**src/design/dpsz_pkg.sv**
```systemverilog
// ---------------------------------------------------------------------------
// dpsz_pkg
// Types and constants of the depth point splat z-buffer.
// ---------------------------------------------------------------------------
`default_nettype none

package dpsz_pkg;

  localparam int COORD_W    = 10;
  localparam int CFG_W      = 11;
  localparam int OUT_DEPTH_W = 24;
  localparam int TAG_W      = 2;

  typedef enum logic [1:0] {
    MODE_CLEAR  = 2'd0,
    MODE_STEREO = 2'd1,
    MODE_LIDAR  = 2'd2,
    MODE_READ   = 2'd3
  } mode_t;

  localparam logic [TAG_W-1:0] TAG_NONE   = 2'd0;
  localparam logic [TAG_W-1:0] TAG_STEREO = 2'd1;
  localparam logic [TAG_W-1:0] TAG_LIDAR  = 2'd2;

  localparam logic CFG_IMAGE_WIDTH  = 1'b0;
  localparam logic CFG_IMAGE_HEIGHT = 1'b1;

  localparam logic [CFG_W-1:0] CFG_RESET = 11'd1024;

  typedef struct packed {
    logic                   status;
    logic                   was_written;
    logic [TAG_W-1:0]       source_out;
    logic [OUT_DEPTH_W-1:0] depth_out;
  } result_t;

endpackage

`default_nettype wire

```
**src/design/dpsz_outq.sv**
```systemverilog
// ---------------------------------------------------------------------------
// dpsz_outq
// Three-entry result queue between the update stage and the output port.
// ---------------------------------------------------------------------------
`default_nettype none

module dpsz_outq (
  input  wire logic              clk,
  input  wire logic              rst,
  input  wire logic              push,
  input  wire dpsz_pkg::result_t push_data,
  output logic                   out_valid,
  input  wire logic              out_ready,
  output dpsz_pkg::result_t      out_data,
  output logic [1:0]             count
);

  dpsz_pkg::result_t entries [3];
  logic [1:0] rd_ptr;
  logic [1:0] wr_ptr;
  logic       pop;

  function automatic logic [1:0] ptr_inc(input logic [1:0] p);
    return (p == 2'd2) ? 2'd0 : p + 2'd1;
  endfunction

  assign out_valid = (count != 2'd0);
  assign out_data  = entries[rd_ptr];
  assign pop       = out_valid && out_ready;

  always_ff @(posedge clk) begin
    if (push) begin
      entries[wr_ptr] <= push_data;
    end
  end

  always_ff @(posedge clk) begin
    if (rst) begin
      rd_ptr <= 2'd0;
      wr_ptr <= 2'd0;
      count  <= 2'd0;
    end else begin
      if (push) begin
        wr_ptr <= ptr_inc(wr_ptr);
      end
      if (pop) begin
        rd_ptr <= ptr_inc(rd_ptr);
      end
      count <= count + {1'b0, push} - {1'b0, pop};
    end
  end

endmodule

`default_nettype wire

```
**config.mk**
```make
export PLATFORM = sky130hd
export DESIGN_NAME = dpsz_outq
export DESIGN_NICKNAME = d
export VERILOG_FILES = /design/src/design/dpsz_pkg.sv /design/src/design/dpsz_outq.sv
export SDC_FILE = /design/constraint.sdc
export NUM_CORES = 1
export LEC_CHECK = 0
export BUFFER_PORTS_ARGS = -buffer_cell sky130_fd_sc_hd__buf_4
export CORE_AREA = 3 3 88 90
export CTS_CLUSTER_SIZE = 30
export DETAILED_ROUTE_END_ITERATION = 6
export DIE_AREA = 0 0 91 93
export HOLD_SLACK_MARGIN = 0.03
export PLACE_DENSITY_LB_ADDON = 0.3
export SLEW_MARGIN = 10
export SYNTH_ARGS = -nofsm -noshare
export SYNTH_HDL_FRONTEND = slang
export SYNTH_SLANG_ARGS = --single-unit
```
**constraint.sdc**
```tcl
create_clock -name clk -period 3.44 [get_ports clk]
set_input_delay 0.688 -clock clk [delete_from_list [all_inputs] [get_ports clk]]
set_output_delay 0.688 -clock clk [all_outputs]
set_load 0.01 [all_outputs]
```
==> impl_metrics.csv <==
group,metric,value,unit
outcome,status,"finished clean",
placed_design,pre_cts_slack,1.21,ns
sta,fin_crit,2.60,ns
global_route,grt_pass1_wl,9450,um
run,drv_cap,0,
clock_tree,numCtsBuffers,9,
setup_path,r2r_end,"entries[2][12]",
setup_path,critPathKind,"reg2out",
floorplan,die_area,8460,um2
floorplan,rows,31,
layout,diodes,0,
power,p_leak,0.00143,uW
setup_path,crit_path_max_fanout,28,
layout,drive_above_1_share,29.8,%
placed_design,portBuffers,62,
placed_design,dp_hpwl,3500,um
drt,avgViaCountPerCell,4.88,
drt,drc,0,
hold_path,hold_path_class,"reg2reg",
global_route,grt_pass1_vias,1870,
global_route,grt_start_max_net_pins,57,
hold_path,hp-start,"rd_ptr[0]",
clock_tree,htree_levels,3,
clock_tree,clk_pin_slew,0.08,ns
setup_path,path_buf_inv,1,
clock_tree,cts_hold_buf,0,
sta,clock_skew,0.00682,ns
logic_synthesis,synth_seq_area_share,78.1,%
setup_path,endpoint,"out_data[13]",
drt,wire_per_inst,15.3,um
sta,rsz0062_at_grt,"false",
setup_path,reg2reg_depth,2,
clock_tree,clock-sinks,92,
drt,drt_iter0_markers,145,
power,ir_drop,0.276,mV
drt,num_vias,1875,
placed_design,routabilityCongestion,0.647,
setup_path,cp-start-kind,"flop",
setup_path,crit_path_top_delay_cell,"dfxtp_2",
logic_synthesis,synth.avg_cell_area,16.0,um2
logic_synthesis,netlist_instances,215,
setup_path,worst_ep_required_time,2.75,ns
floorplan,die_h,93,um
global_route,antenna_found_initial,0,
sta,finalSetupTns,0,ns
clock_tree,cts_resized,0,
setup_path,arrival,1.92,ns
floorplan,die_w,91,um
layout,syn_to_final_growth,21.9,%
layout,fillCellCount,601,
clock_tree,cts_tree,"done",
drt,ant_nets,0,
setup_path,slowest_delay,0.96,ns
sta,setup_viol,0,
sta,period_share,75.7,%
sta,worst_pin_slew,0.941,ns
sta,slew_violations,0,
setup_path,path_cells,"mux2i_1, o21ai_0, buf_4",
clock_tree,cts_setup_buffers,0,
logic_synthesis,synthesis.area,3440,um2
global_route,grt_use_total,14.6,%
setup_path,r2r_setup_slack,1.79,ns
sta,finalHoldViolCount,0,
floorplan,start_util,48.1,%
setup_path,crit_family,"flip-flops",
power,power_density,523,nW/um2
clock_tree,root_buffer,"clkbuf_8",
drt,routed_wirelength,5860,um
drt,first_pass_iters,4,
logic_synthesis,synth_fp_nets,248,
floorplan,io-pin-count,63,
sta,fmax,0.384,GHz
global_route,globalRouteOverflowTotal,0,
layout,fin_nets,313,
floorplan,coreArea,7140,um2
sta,setup_slack,0.836,ns
logic_synthesis,synth-seq-cells,92,
logic_synthesis,synthDistinctLibCells,20,
setup_path,r2r-start,"wr_ptr[1]",
logic_synthesis,yosys_warnings,0,
clock_tree,clkLatencyLatePin,0.35,ns
sta,slew_headroom,37.3,%
clock_tree,clk_path_buf_depth,2,
setup_path,cp_num_cells,3,
setup_path,crit_path_end_kind,"output port",
[synth_stat cells]
cell      count  share of area, %
clkbuf_1      6              0.66
buf_2         1              0.15
nor2_1        5              0.55
nor3b_1       1              0.22
ha_1          1              0.36
buf_4         1              0.22
or3b_1        1              0.25
edfxtp_1     84                73
buf_6         2              0.66
nor2b_1       2              0.36
o21ai_0      29               4.2
dfxtp_1       8               4.7
or3_1         1              0.18
a21oi_1       5              0.73
mux2i_1      29               8.4
o21ai_2       1              0.25
or2_2         1              0.18
nand2_1      33               3.6
inv_1         2              0.22
mux2_2        2              0.66
[power breakdown]
part / total (uW) / internal, uW / switching [uW]
sequential: 1300 / 1270 / 30.8
combinational: 203 / 106 / 97.0
clock: 683 / 332 / 351
total: 2190 / 1710 / 479
[cell families after synthesis]
group,Yosys count,synth area share (%)
AOI/OAI and AO/OA,35,5.21
adders and majority gates,1,0.364
buffers and inverters,12,1.89
DFF,92,78.1
muxes,31,9.10
and+or+nand+nor,44,5.35
[metrics by stage]
stage | cell area [um2] | cells | power [uW] | utilization, % | hold slack (ns)
finish | 4190 | 384 | 2190 | 58.7 | 0.486
global route | 4190 | 384 | 2280 | 58.7 | 0.504
CTS | 4190 | 384 | 2210 | 58.7 | 0.483
detailed placement | 4010 | 368 | 1540 | 56.1 | 0.475
global placement | 4010 | 368 | 1530 | 56.1 | 0.465
floorplan | 3440 | 215 | 1420 | - | 0.462
[worst min path at each step]
stage,endpoint,slack (ns),depth (start not counted)
finish,flop,0.49,2
global route,entries[1][27],0.50,1
CTS,flop,0.48,2
detailed placement,flop,0.47,2
global placement,flop,0.47,2
floorplan,flop,0.46,2
[registers in the layout (all words and copies together), names as in the netlist, named ones only]
| register | cells |
|---|---|
| rd_ptr | 2 |
| entries | 84 |
| wr_ptr | 2 |
| count | 2 |
[area by class of cell]
| class | count | area [um2] | area share, % |
|---|---|---|---|
| clock buffer | 11 | 131 | 3.14 |
| clock inverter | 5 | 52.6 | 1.25 |
| inverter | 2 | 7.51 | 0.179 |
| multi-input combinational | 111 | 708 | 16.9 |
| sequential | 92 | 2690 | 64.1 |
| tap | 99 | 124 | 2.96 |
| timing repair buffer | 64 | 480 | 11.5 |
[routing by layer]
metal	global-route usage, %	up-vias	wire length [um]	share of wire (%)
met5	0	-	0	0
met4	7.54	0	104	1.8
met3	4.67	8	423	7.2
met2	23.1	64	2780	47
met1	18.2	878	2550	44
li1	-	925	-	-
[layout by cell type (no fill, tap or decap)]
cell type and instances:
a21oi_1 5, buf_4 64, bufinv_16 1, clkbuf_1 2, clkbuf_8 9, clkinv_1 2, clkinvlp_4 2, dfxtp_1 6
dfxtp_2 2, edfxtp_1 84, ha_1 1, inv_1 2, mux2_2 2, mux2i_1 29, nand2_1 33, nor2_1 3
nor2_4 2, nor2b_1 2, nor3b_2 1, o21ai_0 29, o21ai_2 1, or2_2 1, or3_1 1, or3b_1 1
[worst reg2reg max path, stage by stage, from the launching register on]
cell	delay, ns
dfxtp_1	0.44
nand2_1	0.13
nor2_4	0.69
Power figures use the tool's default switching activity.
